**src/design/decision_tree_inference_macros.svh**
```systemverilog
// Assertion macros for the decision tree inference block.
// Included by the top level; no other dependencies.
`ifndef DECISION_TREE_INFERENCE_MACROS_SVH
`define DECISION_TREE_INFERENCE_MACROS_SVH

`ifndef SYNTHESIS
`define DTI_ASSERT_IMP(lbl, clk, rst, ante, cons) \
  lbl: assert property (@(posedge clk) disable iff (rst) (ante) |-> (cons)) \
    else $error("assertion failed");
`define DTI_ASSERT_NXT(lbl, clk, rst, ante, cons) \
  lbl: assert property (@(posedge clk) disable iff (rst) (ante) |=> (cons)) \
    else $error("assertion failed");
`else
`define DTI_ASSERT_IMP(lbl, clk, rst, ante, cons)
`define DTI_ASSERT_NXT(lbl, clk, rst, ante, cons)
`endif

`endif

```
**src/design/dti_pkg.sv**
```systemverilog
// Shared types for the decision tree inference block: item function codes
// and the command/status structs between controller and datapath.
package dti_pkg;

  typedef enum logic [1:0] {
    FUNC_WR_NODE = 2'd0,
    FUNC_WR_FEAT = 2'd1,
    FUNC_PREDICT = 2'd2
  } func_t;

  typedef struct packed {
    logic load_root;
    logic step;
    logic wr_node;
    logic wr_feat;
    logic load_out;
  } dti_cmd_t;

  typedef struct packed {
    logic terminal;
    logic out_busy;
  } dti_status_t;

endpackage

```
**src/design/dti_controller.sv**
```systemverilog
// Controller: decodes input items and sequences the tree walk.
// Depends on dti_pkg.
module dti_controller import dti_pkg::*; (
  input  logic        clk,
  input  logic        rst,
  input  logic        in_valid,
  input  func_t       func,
  output logic        in_ready,
  input  dti_status_t status,
  output dti_cmd_t    cmd
);

  typedef enum logic [2:0] {
    ST_IDLE = 3'b001,
    ST_WALK = 3'b010,
    ST_HOLD = 3'b100
  } state_t;

  state_t state;
  state_t state_next;

  always_ff @(posedge clk) begin
    if (rst) begin
      state <= ST_IDLE;
    end else begin
      state <= state_next;
    end
  end

  always_comb begin
    cmd        = '0;
    state_next = state;
    in_ready   = state == ST_IDLE;
    case (state)
      ST_IDLE: begin
        if (in_valid) begin
          case (func)
            FUNC_WR_NODE: cmd.wr_node = 1'b1;
            FUNC_WR_FEAT: cmd.wr_feat = 1'b1;
            FUNC_PREDICT: begin
              cmd.load_root = 1'b1;
              state_next    = ST_WALK;
            end
            default: ;
          endcase
        end
      end
      ST_WALK: begin
        if (!status.terminal) begin
          cmd.step = 1'b1;
        end else if (!status.out_busy) begin
          cmd.load_out = 1'b1;
          state_next   = ST_IDLE;
        end else begin
          state_next = ST_HOLD;
        end
      end
      ST_HOLD: begin
        if (!status.out_busy) begin
          cmd.load_out = 1'b1;
          state_next   = ST_IDLE;
        end
      end
      default: state_next = ST_IDLE;
    endcase
  end

endmodule

```
**config.mk**
```make
export PLATFORM = sky130hd
export DESIGN_NAME = dti_controller
export DESIGN_NICKNAME = d
export VERILOG_FILES = /design/src/design/decision_tree_inference_macros.svh /design/src/design/dti_pkg.sv /design/src/design/dti_controller.sv
export SDC_FILE = /design/constraint.sdc
export NUM_CORES = 1
export LEC_CHECK = 0
export CORE_AREA = 3 3 40 42
export CTS_BUF_LIST = sky130_fd_sc_hd__clkbuf_8
export DETAILED_ROUTE_END_ITERATION = 16
export DIE_AREA = 0 0 43 45
export DONT_BUFFER_PORTS = 1
export MAX_ROUTING_LAYER = met4
export SETUP_SLACK_MARGIN = 0.15
export SYNTH_ARGS = -nofsm -noshare
export SYNTH_HDL_FRONTEND = slang
export SYNTH_SLANG_ARGS = --single-unit
```
**constraint.sdc**
```tcl
create_clock -name clk -period 3.41 [get_ports clk]
set_input_delay 0.341 -clock clk [delete_from_list [all_inputs] [get_ports clk]]
set_output_delay 0.341 -clock clk [all_outputs]
set_load 0.005 [all_outputs]
```
==> impl_metrics.ini <==
[run_status]
outcome = complete, no violations

[setup_path]
crit_path_start = state[0]
crit_buf_inv = 0
cpPeakStageDelay_ps = 360
cp.arrival_ps = 1180
worstPathMaxFanout = 5
cpLargestDelayFamily = simple AND/OR/NAND/NOR gates
regToRegStartpoint = state[0]
required_ps = 3070
crit_slowest_cell = dfxtp_1
critical_path.cell_chain = nor3b_2 > and4b_1
worstSetupPathType = register to primary output
cp-start-kind = register
end_kind = primary output

[sta]
slew_viol_final = 0
hold_ws_ps = 195.1
setup_ws_ps = 1884
slew_headroom_pct = 78.01
finalSetupTns_ps = 0
worstMarginPinSlew_ps = 328.4
setup_viol = 0
hold_viol_final = 0
rsz0062_at_grt = false
fin_crit_sh_pct = 44.75
post-route-min-period_ps = 1526
clock_skew_ps = 3.435
clock.fmax_ghz = 0.6554

[floorplanning]
die-area_um2 = 1935
rows = 13
die_w_um = 43
start_util_pct = 16.94
chipHeight_um = 45
core_area_um2 = 1285
ios = 13

[placed_design]
dp_worst_setup_slack_ps = 2075
place_congestion = 0.6530
port_buffers = 0
post-dp-hpwl_um = 410.4

[route]
drc_errors = 0
ant_nets = 0
dr.pass1.iters = 1
routed_wl_um = 461
avgViaCountPerCell = 4.238
first_iter_violations = 0
wl_per_cell_um = 10.98
vias = 178

[power_and_ir_drop]
ir_worst_vdd_mv = 0.2557
pwr_density_cell_nw_per_um2 = 504.7
leakage_uw = 0.0001220
finalPower_uw = 142.1

[cts]
cts_tree = built
cts_post_setup_buffers_inserted = 0
cts_sinks = 3
root_buffer = clkbuf_8
hold_buffers = 0
clock_path_buffers = 2
cts_resized = 0
clkTransAtPathRegs_ps = 30
htree_levels = 1
clk_latency_ps = 210
cts_made_buffers = 3

[layout]
fin_nets = 35
fillers = 140
fin_util_pct = 21.91
areaGrowthSynthToFinish_pct = 29.31
reg.largest.list = state (3)
drive_gt1_share_pct = 29.63
largest_reg_flops = 3
mostFrequentLayoutCells = nor2b_1, inv_1, clkbuf_8, dfxtp_1, nand2b_1
regMostFlops = state
diodes = 0

[grt]
grt_pass1_wl_um = 745
grt_max_degree = 6
antenna_found_initial = 0
grt_pass1_vias = 185
grt.overflow.total = 0
grt.total_usage_pct = 5.918

[synthesis]
synth_cell_types = 17
syn_area_um2 = 217.7
syn_avg_cell_area_um2 = 9.466
ys_seq_area_share_pct = 27.59
netlist_instances = 23
synth_warnings = 0
ys_ff_latch = 3
syn_nets = 30

[worst_hold_path]
min_path_type = input pin to register
worstHoldStart = rst

[job]
maxCapViolations = 0
[power breakdown]
part	switching [µW]	internal, µW	leakage [µW]
Sequential	0.676	36.1	0.0000244
Clock	21.5	76.4	0.0000269
Combinational	3.20	4.17	0.0000708
[path summary, 6_finish.rpt]
kind | endpoint | slack [ps] | cells past startpoint
worst max-delay path | cmd[1] | 1880 | 2
worst min-delay path | state[1] | 200 | 1
worst max register to register | state[1] | 2200 | 3
worst min register to register | state[0] | 540 | 2
[metal layers]
metal	global-route usage [%]	up-vias	wire (µm)
li1	-	93	-
met3	5.578	0	66
met4	5.422	0	0
met1	3.855	79	156
met5	-	-	0
met2	8.982	6	239
[kinds of logic (layout without fill, tap and decap cells)]
logic type / Yosys count / after routing / synth area share (%)
buf+inv: 2 / 6 / 3.450
compound gates: 4 / 4 / 17.24
simple gates: 14 / 14 / 51.72
flops: 3 / 3 / 27.59
[through the flow]
| step | cell area (µm²) | instances |
|---|---|---|
| floorplan | 217.7 | 23 |
| global placement | 236.5 | 38 |
| detailed placement | 236.5 | 38 |
| CTS | 281.5 | 42 |
| global route | 281.5 | 42 |
| finish | 281.5 | 42 |
[area by class of cell]
class	count	area [µm²]	area share [%]
clock buffers	3	41.29	14.67
clock inverters	1	3.754	1.333
inverters	2	7.507	2.667
multi-input cells	18	150.1	53.33
flip-flops and latches	3	60.06	21.33
well taps	15	18.77	6.667
[synth_stat cells, drive strengths merged]
| cell type | count | area (µm²) |
|---|---|---|
| and4bb | 1 | 12.51 |
| a22o | 1 | 8.760 |
| and2b | 1 | 8.760 |
| nor3b | 2 | 20.02 |
| nand2b | 2 | 12.51 |
| or3 | 1 | 11.26 |
| nand3 | 1 | 10.01 |
| a221oi | 1 | 15.01 |
| nor3 | 1 | 5.000 |
| nor2 | 1 | 3.750 |
| a2bb2oi | 1 | 8.760 |
| nor2b | 3 | 18.77 |
| and4b | 1 | 10.01 |
| a21oi | 1 | 5.000 |
| dfxtp | 3 | 60.06 |
| inv | 2 | 7.510 |
Note: power is estimated with default switching activity, not from simulation.
